===== src/sv/mom_pkg.sv =====
`default_nettype none
package mom_pkg;

  localparam int MAIN_DEPTH = 64;
  localparam int SIDE_DEPTH = 64;

  localparam int MAIN_AW = $clog2(MAIN_DEPTH);
  localparam int SIDE_AW = $clog2(SIDE_DEPTH);
  localparam int MAIN_CW = $clog2(MAIN_DEPTH + 1);
  localparam int SIDE_CW = $clog2(SIDE_DEPTH + 1);
  localparam int MAIN_SW = MAIN_AW + 1;
  localparam int SIDE_SW = SIDE_AW + 1;

  localparam int IN_DATA_W  = 8;
  localparam int IN_USER_W  = 2;
  localparam int OUT_DATA_W = 16;

  typedef enum logic [1:0] {
    MODE_MAIN  = 2'd0,
    MODE_SIDE  = 2'd1,
    MODE_READY = 2'd2,
    MODE_NOP   = 2'd3
  } mode_t;

  // MIDI byte classes
  localparam logic [7:0] STATUS_MIN  = 8'h80;
  localparam logic [7:0] SYSTEM_MIN  = 8'hF0;
  localparam logic [3:0] NIB_NOTE_OFF = 4'h8;
  localparam logic [3:0] NIB_NOTE_ON  = 4'h9;
  localparam logic [3:0] NIB_POLY_AT  = 4'hA;
  localparam logic [3:0] NIB_CTRL     = 4'hB;
  localparam logic [3:0] NIB_PROG     = 4'hC;
  localparam logic [3:0] NIB_CHAN_AT  = 4'hD;
  localparam logic [3:0] NIB_BEND     = 4'hE;
  localparam logic [7:0] SYSEX_START = 8'hF0;
  localparam logic [7:0] TIME_CODE   = 8'hF1;
  localparam logic [7:0] SONG_POS    = 8'hF2;
  localparam logic [7:0] SONG_SEL    = 8'hF3;
  localparam logic [7:0] SYSEX_END   = 8'hF7;

  localparam logic signed [2:0] REM_SYSEX = -3'sd1;
  localparam logic signed [2:0] REM_NONE  = 3'sd0;
  localparam logic signed [2:0] REM_ONE   = 3'sd1;
  localparam logic signed [2:0] REM_TWO   = 3'sd2;

  typedef struct packed {
    logic       push_accepted;
    logic       sent_valid;
    logic [7:0] sent_byte;
    logic       sent_from_side;
    logic       transmitter_idle;
  } res_t;

  typedef struct packed {
    logic       upd;
    logic [7:0] byte_val;
  } trk_t;

endpackage
`default_nettype wire


===== src/sv/mom_ram.sv =====
`default_nettype none
module mom_ram #(
  parameter int DEPTH = 64,
  parameter int WIDTH = 8,
  parameter int AW    = $clog2(DEPTH)
) (
  input  wire logic             clk,
  input  wire logic             we,
  input  wire logic [AW-1:0]    waddr,
  input  wire logic [WIDTH-1:0] wdata,
  input  wire logic [AW-1:0]    raddr,
  output logic      [WIDTH-1:0] rdata
);

  logic [WIDTH-1:0] mem [DEPTH];

  always_ff @(posedge clk) begin
    if (we) begin
      mem[waddr] <= wdata;
    end
  end

  always_ff @(posedge clk) begin
    rdata <= mem[raddr];
  end

endmodule
`default_nettype wire


===== src/sv/mom_track.sv =====
`default_nettype none
module mom_track (
  input  wire logic              clk,
  input  wire logic              rst_n,
  input  wire mom_pkg::trk_t     trk,
  output logic                   rem_zero,
  output logic signed [2:0]      rem_nxt
);
  import mom_pkg::*;

  logic signed [2:0] rem_r;
  logic signed [2:0] dec;
  logic [7:0]        c;

  assign c = trk.byte_val;

  always_comb begin
    dec = rem_r;
    if (rem_r > REM_NONE && c < STATUS_MIN) begin
      dec = rem_r - 3'sd1;
    end
    rem_nxt = rem_r;
    if (trk.upd) begin
      rem_nxt = dec;
      if (c < SYSTEM_MIN) begin
        case (c[7:4])
          NIB_PROG, NIB_CHAN_AT: rem_nxt = REM_ONE;
          NIB_NOTE_OFF, NIB_NOTE_ON, NIB_POLY_AT, NIB_CTRL, NIB_BEND: rem_nxt = REM_TWO;
          default: rem_nxt = dec;
        endcase
      end else begin
        case (c)
          SYSEX_START: rem_nxt = REM_SYSEX;
          TIME_CODE:   rem_nxt = REM_ONE;
          SONG_POS:    rem_nxt = REM_TWO;
          SONG_SEL:    rem_nxt = REM_ONE;
          SYSEX_END:   rem_nxt = REM_NONE;
          default:     rem_nxt = dec;
        endcase
      end
    end
  end

  assign rem_zero = (rem_r == REM_NONE);

  always_ff @(posedge clk) begin
    if (!rst_n) begin
      rem_r <= REM_NONE;
    end else begin
      rem_r <= rem_nxt;
    end
  end

endmodule
`default_nettype wire


===== src/sv/mom_ctl.sv =====
`default_nettype none
module mom_ctl (
  input  wire logic                   clk,
  input  wire logic                   rst_n,
  input  wire logic                   fire,
  input  wire mom_pkg::mode_t         mode,
  input  wire logic [7:0]             data_byte,
  input  wire logic                   rem_zero,
  output logic                        main_we,
  output logic [mom_pkg::MAIN_AW-1:0] main_waddr,
  output logic [mom_pkg::MAIN_AW-1:0] main_raddr,
  input  wire logic [7:0]             main_rdata,
  output logic                        side_we,
  output logic [mom_pkg::SIDE_AW-1:0] side_waddr,
  output logic [mom_pkg::SIDE_AW-1:0] side_raddr,
  input  wire logic [7:0]             side_rdata,
  output mom_pkg::res_t               res,
  output mom_pkg::trk_t               trk
);
  import mom_pkg::*;

  logic [MAIN_AW-1:0] main_head_r, main_head_nxt;
  logic [MAIN_CW-1:0] main_count_r, main_count_nxt;
  logic [SIDE_AW-1:0] side_head_r, side_head_nxt;
  logic [SIDE_CW-1:0] side_count_r, side_count_nxt;
  logic               main_byp_r, side_byp_r;
  logic [7:0]         byp_data_r;
  logic [7:0]         main_front, side_front;
  logic [MAIN_SW-1:0] main_sum;
  logic [SIDE_SW-1:0] side_sum;
  logic               is_ready, side_sel, pop_main, pop_side;

  // Head bytes: registered RAM read, or the byte just pushed into an empty queue
  assign main_front = main_byp_r ? byp_data_r : main_rdata;
  assign side_front = side_byp_r ? byp_data_r : side_rdata;

  assign main_we  = fire && (mode == MODE_MAIN) && (main_count_r < MAIN_CW'(MAIN_DEPTH));
  assign side_we  = fire && (mode == MODE_SIDE) && (side_count_r < SIDE_CW'(SIDE_DEPTH));
  assign is_ready = fire && (mode == MODE_READY);
  assign side_sel = (side_count_r != '0) && rem_zero;
  assign pop_side = is_ready && side_sel;
  assign pop_main = is_ready && !side_sel && (main_count_r != '0);

  assign main_sum = MAIN_SW'(main_head_r) + MAIN_SW'(main_count_r);
  assign side_sum = SIDE_SW'(side_head_r) + SIDE_SW'(side_count_r);
  assign main_waddr = (main_sum >= MAIN_SW'(MAIN_DEPTH)) ?
                      MAIN_AW'(main_sum - MAIN_SW'(MAIN_DEPTH)) : MAIN_AW'(main_sum);
  assign side_waddr = (side_sum >= SIDE_SW'(SIDE_DEPTH)) ?
                      SIDE_AW'(side_sum - SIDE_SW'(SIDE_DEPTH)) : SIDE_AW'(side_sum);

  always_comb begin
    main_head_nxt  = main_head_r;
    main_count_nxt = main_count_r;
    side_head_nxt  = side_head_r;
    side_count_nxt = side_count_r;
    if (main_we) begin
      main_count_nxt = main_count_r + 1'b1;
    end
    if (side_we) begin
      side_count_nxt = side_count_r + 1'b1;
    end
    if (pop_main) begin
      main_count_nxt = main_count_r - 1'b1;
      main_head_nxt  = (main_head_r == MAIN_AW'(MAIN_DEPTH - 1)) ? '0 : main_head_r + 1'b1;
    end
    if (pop_side) begin
      side_count_nxt = side_count_r - 1'b1;
      side_head_nxt  = (side_head_r == SIDE_AW'(SIDE_DEPTH - 1)) ? '0 : side_head_r + 1'b1;
    end
  end

  // Prefetch the head that the next transaction will see
  assign main_raddr = main_head_nxt;
  assign side_raddr = side_head_nxt;

  always_comb begin
    res.push_accepted    = main_we || side_we;
    res.sent_valid       = pop_main || pop_side;
    res.sent_byte        = pop_side ? side_front : (pop_main ? main_front : 8'h00);
    res.sent_from_side   = pop_side;
    res.transmitter_idle = (main_count_nxt == '0) && (side_count_nxt == '0);
    trk.upd              = pop_main;
    trk.byte_val         = main_front;
  end

  always_ff @(posedge clk) begin
    if (!rst_n) begin
      main_head_r  <= '0;
      main_count_r <= '0;
      side_head_r  <= '0;
      side_count_r <= '0;
      main_byp_r   <= 1'b0;
      side_byp_r   <= 1'b0;
    end else begin
      main_head_r  <= main_head_nxt;
      main_count_r <= main_count_nxt;
      side_head_r  <= side_head_nxt;
      side_count_r <= side_count_nxt;
      main_byp_r   <= main_we && (main_count_r == '0);
      side_byp_r   <= side_we && (side_count_r == '0);
    end
  end

  always_ff @(posedge clk) begin
    byp_data_r <= data_byte;
  end

endmodule
`default_nettype wire


===== src/sv/midi_output_merger_top.sv =====
`default_nettype none
// An input transaction passes the input register, then queue update and
// arbitration into the result register.
// Throughput: one transaction per cycle while out_tready drains results, set
// by the queue pointer update and the prefetched head read of each queue RAM.
// Reset (rst_n low, synchronous) empties both queues and clears message state;
// queue RAM contents are not cleared and no clearing pass runs.
module midi_output_merger_top (
  input  wire logic        clk,
  input  wire logic        rst_n,
  input  wire logic        in_tvalid,
  output logic             in_tready,
  input  wire logic [7:0]  in_tdata,   // [7:0] data_byte
  input  wire logic [1:0]  in_tuser,   // [1:0] mode
  output logic             out_tvalid,
  input  wire logic        out_tready,
  output logic [15:0]      out_tdata   // [0] push_accepted, [1] sent_valid,
                                       // [9:2] sent_byte, [10] sent_from_side,
                                       // [11] transmitter_idle,
                                       // [14:12] bytes_pending, [15] zero
);
  import mom_pkg::*;

  logic              s1_valid_r;
  mode_t             s1_mode_r;
  logic [7:0]        s1_byte_r;
  logic              fire;
  logic              out_valid_r;
  logic [15:0]       out_data_r;

  logic               main_we, side_we, rem_zero;
  logic [MAIN_AW-1:0] main_waddr, main_raddr;
  logic [SIDE_AW-1:0] side_waddr, side_raddr;
  logic [7:0]         main_rdata, side_rdata;
  res_t               res;
  trk_t               trk;
  logic signed [2:0]  rem_nxt;

  // Execute when the result register is free or being drained
  assign fire      = s1_valid_r && (!out_valid_r || out_tready);
  assign in_tready = !s1_valid_r || fire;

  always_ff @(posedge clk) begin
    if (!rst_n) begin
      s1_valid_r  <= 1'b0;
      out_valid_r <= 1'b0;
    end else begin
      if (in_tready) begin
        s1_valid_r <= in_tvalid;
      end
      if (fire) begin
        out_valid_r <= 1'b1;
      end else if (out_tready) begin
        out_valid_r <= 1'b0;
      end
    end
  end

  always_ff @(posedge clk) begin
    if (in_tready && in_tvalid) begin
      s1_mode_r <= mode_t'(in_tuser);
      s1_byte_r <= in_tdata;
    end
    if (fire) begin
      out_data_r <= {1'b0, rem_nxt, res.transmitter_idle, res.sent_from_side,
                     res.sent_byte, res.sent_valid, res.push_accepted};
    end
  end

  assign out_tvalid = out_valid_r;
  assign out_tdata  = out_data_r;

  mom_ctl u_ctl (
    .clk        (clk),
    .rst_n      (rst_n),
    .fire       (fire),
    .mode       (s1_mode_r),
    .data_byte  (s1_byte_r),
    .rem_zero   (rem_zero),
    .main_we    (main_we),
    .main_waddr (main_waddr),
    .main_raddr (main_raddr),
    .main_rdata (main_rdata),
    .side_we    (side_we),
    .side_waddr (side_waddr),
    .side_raddr (side_raddr),
    .side_rdata (side_rdata),
    .res        (res),
    .trk        (trk)
  );

  mom_ram #(.DEPTH(MAIN_DEPTH), .WIDTH(8), .AW(MAIN_AW)) u_main_ram (
    .clk   (clk),
    .we    (main_we),
    .waddr (main_waddr),
    .wdata (s1_byte_r),
    .raddr (main_raddr),
    .rdata (main_rdata)
  );

  mom_ram #(.DEPTH(SIDE_DEPTH), .WIDTH(8), .AW(SIDE_AW)) u_side_ram (
    .clk   (clk),
    .we    (side_we),
    .waddr (side_waddr),
    .wdata (s1_byte_r),
    .raddr (side_raddr),
    .rdata (side_rdata)
  );

  mom_track u_track (
    .clk      (clk),
    .rst_n    (rst_n),
    .trk      (trk),
    .rem_zero (rem_zero),
    .rem_nxt  (rem_nxt)
  );

endmodule
`default_nettype wire


===== config.mk =====
export PLATFORM = sky130hd
export DESIGN_NAME = midi_output_merger_top
export DESIGN_NICKNAME = d
export VERILOG_FILES = /design/src/sv/mom_pkg.sv /design/src/sv/mom_ram.sv /design/src/sv/mom_track.sv /design/src/sv/mom_ctl.sv /design/src/sv/midi_output_merger_top.sv
export SDC_FILE = /design/constraint.sdc
export NUM_CORES = 1
export LEC_CHECK = 0
export ABC_AREA = 1
export BUFFER_PORTS_ARGS = -buffer_cell sky130_fd_sc_hd__buf_2
export CAP_MARGIN = 10
export CELL_PAD_IN_SITES_DETAIL_PLACEMENT = 2
export CELL_PAD_IN_SITES_GLOBAL_PLACEMENT = 2
export CORE_ASPECT_RATIO = 0.7
export CORE_MARGIN = 5
export CORE_UTILIZATION = 42
export CTS_CLUSTER_SIZE = 40
export DETAILED_ROUTE_END_ITERATION = 7
export PLACE_DENSITY = 0.77
export SETUP_SLACK_MARGIN = 0.3
export SLEW_MARGIN = 0
export SYNTH_ARGS = -nofsm -noshare
export SYNTH_HDL_FRONTEND = slang
export SYNTH_SLANG_ARGS = --single-unit

===== constraint.sdc =====
create_clock -name clk -period 2.95 [get_ports clk]
set_clock_uncertainty 0.1 [all_clocks]
set_input_delay 0.59 -clock clk [delete_from_list [all_inputs] [get_ports clk]]
set_output_delay 0.59 -clock clk [all_outputs]
set_load 0.02 [all_outputs]

==> reports/summary.txt, run 1 <==
Yosys top cell area share -> 0.642
Largest area contributor in the netlist -> edfxtp_1
FF+latch count, synth -> 1106
H-tree level count -> 3
Synth warn -> 0
PortBufs -> 30
Cell Rows -> 104
Final Wtd Congestion -> 0.888
WEP type -> register input
Max Root-Sink Buffers -> 3
Synth cell types -> 44
Sequential fraction of the synthesis area -> 0.666
Die width -> 418 um
# clock sinks -> 1106
Predominant post-synthesis flop cell -> edfxtp_1
Post-synth EDFFs -> 1049
Net count after synthesis -> 4907
Outcome -> stopped before the end
Die height -> 296 um
Starting Density -> 0.425
Placed Cells incl. Taps -> 6659
Synth async-reset ratio -> 0
DP HPWL -> 125 mm
Placed cell area -> 0.0549 mm2
First Err -> [ERROR DPL-0033] detailed placement checks failed during check placement.
Root Driver -> clkbuf_16
Mapped Cells -> 4871
Count leader, synth -> nand2_1
GRT worst endpoint -> u_main_ram.rdata[6]$_DFF_P_/D
Largest net degree at the start of global routing -> 94
IO Count -> 32
Halt Stage -> 5_1_grt
Antenna violations before repair -> 12
Top cells by instance count after synthesis -> 1215 x nand2_1, 1049 x edfxtp_1, 977 x nand3_1
Largest cells by area after synthesis -> edfxtp_1 64%, nand3_1 10%, nand2_1 9.3%
Mean area per synthesized cell -> 10.1 um2
TritonCTS buffer count -> 112
Mapped Area -> 0.0490 mm2
[timing repair]
item | 4_1_cts
pin swaps | 64
cloned | 24
setup endpoints to repair | 1046
gates resized for setup | 490
hold endpoints to repair | 10
hold buffers | 10
buffers inserted | 48
[cell families after synthesis]
group / synth area share
adder cells (fa/ha/maj): 0.00592
buffers and inverters: 0.0965
flip-flops: 0.666
XOR/XNOR: 0.00510
AND/OR/NAND/NOR: 0.215
other: 0.0000765
AO/OA/AOI/OAI: 0.0115
[stage by stage]
stage | util | hold WS [ps] | setup TNS (ps) | worst slack, ps
detailed placement | 0.475 | 410 | -70940 | -444
floorplan | - | 367 | 0 | 236
CTS | 0.536 | 75.2 | 0 | 1.71
global placement | 0.475 | 382 | -3560 | -334
==> inputs of run 2 (changes only) <==
--- a/config.mk
+++ b/config.mk
@@ -8,15 +8,10 @@
 export ABC_AREA = 1
 export BUFFER_PORTS_ARGS = -buffer_cell sky130_fd_sc_hd__buf_2
 export CAP_MARGIN = 10
-export CELL_PAD_IN_SITES_DETAIL_PLACEMENT = 2
-export CELL_PAD_IN_SITES_GLOBAL_PLACEMENT = 2
-export CORE_ASPECT_RATIO = 0.7
 export CORE_MARGIN = 5
-export CORE_UTILIZATION = 42
-export CTS_CLUSTER_SIZE = 40
+export CORE_UTILIZATION = 40
 export DETAILED_ROUTE_END_ITERATION = 7
-export PLACE_DENSITY = 0.77
-export SETUP_SLACK_MARGIN = 0.3
+export PLACE_DENSITY_LB_ADDON = 0.15
 export SLEW_MARGIN = 0
 export SYNTH_ARGS = -nofsm -noshare
 export SYNTH_HDL_FRONTEND = slang
==> run 2 against run 1 <==
Effect of this change: the flow now finishes without violations; area after synthesis did not move; synthesized cell count unchanged.
==> reports/summary.txt, run 2 <==
Root Driver -> clkbuf_16
Yosys top cell area share -> 0.642
Post-synth EDFFs -> 1049
Mapped Area -> 0.0490 mm2
Crit Path Max Fanout -> 8
Maximum Capacitance Violations -> 0
Fin nets -> 5240
VDD IR max -> 0.000488 V
Power Dens Cells -> 571 mW/mm2
Crit Path Class -> flop to flop
Die width -> 360 um
Startpoint types -> flop
Final Non-Filler Cells -> 6932
Largest net degree at the start of global routing -> 130
Slew Viols, Final -> 0
Slowest-stage cell, CP -> dfxtp_1
Starting Density -> 0.402
FILL cells -> 11200
Setup WS post-layout -> 149 ps
Synth async-reset ratio -> 0
DRT Pass-1 Iters -> 5
H-tree level count -> 3
Top cells by instance count after synthesis -> 1215 x nand2_1, 1049 x edfxtp_1, 977 x nand3_1
Mapped Cells -> 4871
DP HPWL -> 83.5 mm
Worst r2r dst -> u_side_ram.mem[25][5]
Worst hold path depth -> 3
Initial DRC Count -> 3481
Predominant post-synthesis flop cell -> edfxtp_1
Clock latency on the worst-skew pair -> 720 ps
Post-route clock period utilization -> 0.949
HP Class -> input pin to flop
Via density -> 4.93
Net count after synthesis -> 4907
Worst R2R Path Depth -> 13
Mean area per synthesized cell -> 10.1 um2
Final Hold Fails -> 0
# clock sinks -> 1106
Clock slew at reported path FFs -> 60 ps
Tmin final -> 2800 ps
Slew HR -> 0.316
FF+latch count, synth -> 1106
WP data arrival -> 3120 ps
Synth cell types -> 44
Final Util -> 0.482
Antenna violations before repair -> 3
Place WS -> -217 ps
Register Area -> 0.0326 mm2
Area Overhead vs Synth -> 19.7%
Cell mode on critical path -> buf_4
Final Wtd Congestion -> 0.866
Layout cells sized above 1 -> 0.131
Max Root-Sink Buffers -> 3
Placeable Area -> 0.122 mm2
Placed Cells incl. Taps -> 6669
Largest area contributor in the netlist -> edfxtp_1
ANT nets after route -> 0
Crit end category -> flop
Outcome -> completed
Count leader, synth -> nand2_1
Routed wire per std cell -> 19.8 um
Commonest non-fill, non-tap cell in the layout -> nand2_1
CTS tree -> done
Diode count -> 0
Sequential fraction of the synthesis area -> 0.666
Worst Hold End -> s1_valid_r
# DRC -> 0
Leading cell types in the layout, fill and taps excluded -> 1209 x nand2_1, 1049 x edfxtp_1, 960 x nand3_1, 942 x inv_1, 295 x buf_4
R2R Setup Slk -> 150 ps
Die area -> 0.130 mm2
Cells along the critical path -> buf_4 > ha_1 > a21oi_1 > o21bai_1 > a21o_1 > a21oi_1 > xnor2_1 > inv_1 > nor2_1 > nand2_1 > buf_4 > nor2_1 > buf_4
Cell Rows -> 128
Largest cells by area after synthesis -> edfxtp_1 64%, nand3_1 10%, nand2_1 9.3%
TritonCTS buffer count -> 118
Vias -> 34200
First-pass GRT wire length -> 205 mm
Area taken by multi-input logic gates -> 0.0119 mm2
All-Layer GR Usage -> 0.206
Reg2reg start -> u_ctl.side_count_r[1]
IO Count -> 32
PortBufs -> 30
Routed WL -> 137 mm
Number of global-route vias before repair -> 32500
Peak Freq -> 0.357 GHz
Synth warn -> 0
Finish-stage setup viols -> 0
Min-delay src -> in_tvalid
Max stage delay on crit path -> 310 ps
Slew @ Worst Pin -> 1030 ps
Worst Path Required -> 3270 ps
Congestion Overflow GR -> 0
Die height -> 360 um
Leakage -> 24.9 nW
run 2: logic make-up after synthesis:
group                    after synthesis  synth area share
adder cells (fa/ha/maj)               22           0.00592
other                                  1         0.0000765
flip-flops                          1106             0.666
AO/OA/AOI/OAI                        101            0.0115
buffers and inverters               1181            0.0965
XOR/XNOR                              26           0.00510
AND/OR/NAND/NOR                     2434             0.215
run 2: per-layer routing:
metal | global-route usage | vias to the layer above | wire [um]
met5 | 0 | - | 20
met4 | 0.0659 | 2 | 3730
met3 | 0.0340 | 217 | 9570
met2 | 0.309 | 1069 | 59900
met1 | 0.306 | 16400 | 63900
li1 | - | 16500 | -
run 2: timing repair:
| action | 4_1_cts | 5_1_grt |
|---|---|---|
| setup buffers | 0 | 23 |
| hold endpoints to repair | 10 | 0 |
| cloned | 0 | 7 |
| pin swaps | 0 | 11 |
| gates resized for setup | 2 | 61 |
| setup endpoints to repair | 1 | 485 |
| hold buffers | 10 | 0 |
run 2: worst max-delay path by stage:
stage                          startpoint               endpoint  slack [ps]  depth (start not counted)
finish              u_ctl.side_count_r[1]  u_side_ram.mem[25][5]         150                         13
detailed placement             out_tready    u_side_ram.rdata[6]        -220                         16
global placement               out_tready    u_side_ram.rdata[6]        -200                         16
floorplan                      out_tready  u_side_ram.mem[32][0]         160                          9
CTS                 u_ctl.main_count_r[0]    u_main_ram.rdata[4]          -6                         17
global route         u_ctl.side_head_r[0]    u_side_ram.rdata[6]         -20                         16
run 2: worst max-delay path, delay by kind of cell (launching register included):
family	cells	cell delay (ps)
AO/OA/AOI/OAI	4	590
XOR/XNOR	1	160
adder cells (fa/ha/maj)	1	290
buffers and inverters	4	660
flip-flops	1	310
AND/OR/NAND/NOR	3	410
run 2: cell type report:
| class | count | share of cell area |
|---|---|---|
| Tap cell | 1625 | 0.0346 |
| Clock inverter | 82 | 0.0146 |
| Timing Repair Buffer | 436 | 0.0773 |
| Sequential cell | 1106 | 0.556 |
| Multi-Input combinational cell | 2584 | 0.203 |
| Inverter | 958 | 0.0613 |
| Clock buffer | 141 | 0.0530 |
run 2: metrics by stage:
step	setup TNS [ps]	area, um2	hold WS (ps)	power [W]
2_1_floorplan	0	49000	367	0.0181
3_3_place_gp	-1060	54000	378	0.0186
3_5_place_dp	-1300	54000	386	0.0186
4_1_cts	-6.43	58100	3.39	0.0338
5_1_grt	-59.7	58700	65.4	0.0346
6_report	0	58700	72.3	0.0335
run 2: where the power goes:
| group | leakage [nW] | switching [W] | internal, W |
|---|---|---|---|
| clock | 1.95 | 0.00623 | 0.00898 |
| combinational | 13.1 | 0.000755 | 0.000284 |
| sequential | 9.91 | 0.0000406 | 0.0172 |
(Power assumes the default switching activity.)
==> inputs of run 3 (changes only) <==
--- a/config.mk
+++ b/config.mk
@@ -8,6 +8,8 @@
 export ABC_AREA = 1
 export BUFFER_PORTS_ARGS = -buffer_cell sky130_fd_sc_hd__buf_2
 export CAP_MARGIN = 10
+export CELL_PAD_IN_SITES_DETAIL_PLACEMENT = 1
+export CELL_PAD_IN_SITES_GLOBAL_PLACEMENT = 2
 export CORE_MARGIN = 5
 export CORE_UTILIZATION = 40
 export DETAILED_ROUTE_END_ITERATION = 7
==> run 3 against run 2 <==
Effect of this change: global-route usage is 2.6 points higher; critical path depth is 4 lower; fmax is 2.4% lower; total power is 2.1% higher; critical path type unchanged; combinational power is 9% higher; clock-buffer cell count is 37 higher; hold slack better by 240 ps; critical endpoint is now u_main_ram.mem[26][0]; first-iteration DRC count is 29% lower; worst setup slack worse by 69 ps.
==> reports/summary.txt, run 3 (same netlist as run 2, synthesis figures left out) <==
Leading cell types in the layout, fill and taps excluded -> 1207 x nand2_1, 1049 x edfxtp_1, 944 x inv_1, 942 x nand3_1, 392 x buf_4
Congestion Overflow GR -> 0
Area Overhead vs Synth -> 22.4%
Clock slew at reported path FFs -> 60 ps
Cell mode on critical path -> buf_4
H-tree level count -> 4
PortBufs -> 30
ANT nets after route -> 0
IO Count -> 32
Maximum Capacitance Violations -> 0
Startpoint types -> flop
Fin nets -> 5369
Cells along the critical path -> ha_1 > buf_4 > a31oi_1 > buf_4 > xor2_1 > inv_1 > nand2_1 > nor2_1 > buf_4
All-Layer GR Usage -> 0.232
Power Internal -> 0.0270 W
Slew @ Worst Pin -> 850 ps
Switching part of the total power -> 0.211
Tmin final -> 2870 ps
Worst Path Required -> 3350 ps
Leakage -> 25.7 nW
Crit Path Class -> flop to flop
Placed cell area -> 0.0545 mm2
VDD IR max -> 0.000651 V
Largest net degree at the start of global routing -> 130
Outcome -> completed
Clock power share -> 0.462
Die width -> 360 um
Fin Setup TNS -> 0 ps
Crit end category -> flop
Routed wire per std cell -> 22.0 um
Post-route clock period utilization -> 0.973
Final Wtd Congestion -> 0.803
CTS tree -> done
DRT Pass-1 Iters -> 5
Diode count -> 0
Antenna violations before repair -> 1
Die area -> 0.130 mm2
Peak Freq -> 0.348 GHz
Slew HR -> 0.433
Slew Viols, Final -> 0
# clock sinks -> 1106
RSZ-0062 raised after global routing -> yes
Final Hold Fails -> 0
Clock latency on the worst-skew pair -> 760 ps
Cell Rows -> 128
Placeable Area -> 0.122 mm2
HP Class -> input pin to flop
Psw -> 0.00723 W
Sequential share of power -> 0.505
Via density -> 5.00
Max Root-Sink Buffers -> 3
Commonest non-fill, non-tap cell in the layout -> nand2_1
Power Dens Cells -> 570 mW/mm2
Final instance area -> 0.0600 mm2
Min Hold Slack -> 317 ps
Slowest-stage cell, CP -> xor2_1
Layout cells sized above 1 -> 0.151
Vias -> 35300
Starting Density -> 0.402
TritonCTS buffer count -> 130
WP data arrival -> 3270 ps
Number of global-route vias before repair -> 36800
# DRC -> 0
Routed WL -> 155 mm
Root Driver -> clkbuf_16
Crit Path Max Fanout -> 8
Initial DRC Count -> 2485
Combinational power share -> 0.033
Max stage delay on crit path -> 430 ps
Finish-stage setup viols -> 0
First-pass GRT wire length -> 228 mm
DP HPWL -> 95.0 mm
Die height -> 360 um
==> run 3: changes by cell type in the layout (fill, tap and decap cells not counted), sizes merged <==
cell         change
buf            +106
clkbuf          +39
clkinv          -18
bufinv           -8
nand2            +4
bufbuf           +3
clkinvlp         -2
dlygate4sd3      +2
==> run 3: area by class of cell <==
type / count / area (um2)
fill: 13300 / 61800
sequential: 1106 / 32600
multi-input combinational: 2588 / 12100
timing repair buffer: 549 / 5540
clock buffer: 178 / 3650
inverter: 958 / 3600
tap: 1625 / 2030
clock inverter: 54 / 495
==> run 3: stage by stage <==
stage / setup WS, ps / utilization / power, W / instances
finish: 79.7 / 0.493 / 0.0342 / 7058
global route: -142 / 0.493 / 0.0354 / 7058
CTS: -5.90 / 0.485 / 0.0345 / 7003
detailed placement: -230 / 0.447 / 0.0186 / 6748
global placement: -231 / 0.447 / 0.0186 / 6748
floorplan: 155 / - / 0.0181 / 4871
==> run 3: worst paths after layout <==
check,startpoint,end,slack (ps),depth (start not counted)
setup / recovery,u_ctl.main_head_r[2],u_main_ram.mem[26][0],80,9
hold / removal,rst_n,u_ctl.main_count_r[2],320,3
setup reg to reg,u_ctl.main_head_r[2],u_main_ram.mem[26][0],80,9
hold reg to reg,u_track.rem_r[0],u_track.rem_r[0],390,2
==> run 3: timing repair <==
| item | 4_1_cts | 5_1_grt |
|---|---|---|
| setup endpoints to repair | 49 | 742 |
| setup buffers | 7 | 40 |
| gates cloned | 4 | 15 |
| hold buffers | 12 | 0 |
| endpoints found under the hold margin | 12 | 0 |
| gates resized for setup | 22 | 76 |
| pin swaps | 3 | 13 |
==> run 3: critical path: cells and delay by family, from the launching register on <==
kind | cells | cell delay (ps)
AO/OA/AOI/OAI | 1 | 230
XOR/XNOR | 1 | 430
adder cells (fa/ha/maj) | 1 | 270
buffers and inverters | 4 | 720
flip-flops | 1 | 400
AND/OR/NAND/NOR | 2 | 450
==> run 3: power groups by stage <==
stage	combinational (W)	sequential, W	clock [W]
after floorplan	0.000376	0.0177	0
after global placement	0.00103	0.0176	0
after detailed placement	0.00104	0.0176	0
after CTS	0.00107	0.0173	0.0162
after global routing	0.00121	0.0173	0.0169
final	0.00113	0.0173	0.0158
==> run 3: layer usage <==
metal / vias up / track usage / share of wire
met4: 0 / 0.0875 / 0.038
met2: 636 / 0.407 / 0.50
li1: 16800 / - / -
met1: 17600 / 0.292 / 0.42
met5: - / 0 / 0
met3: 276 / 0.0326 / 0.036
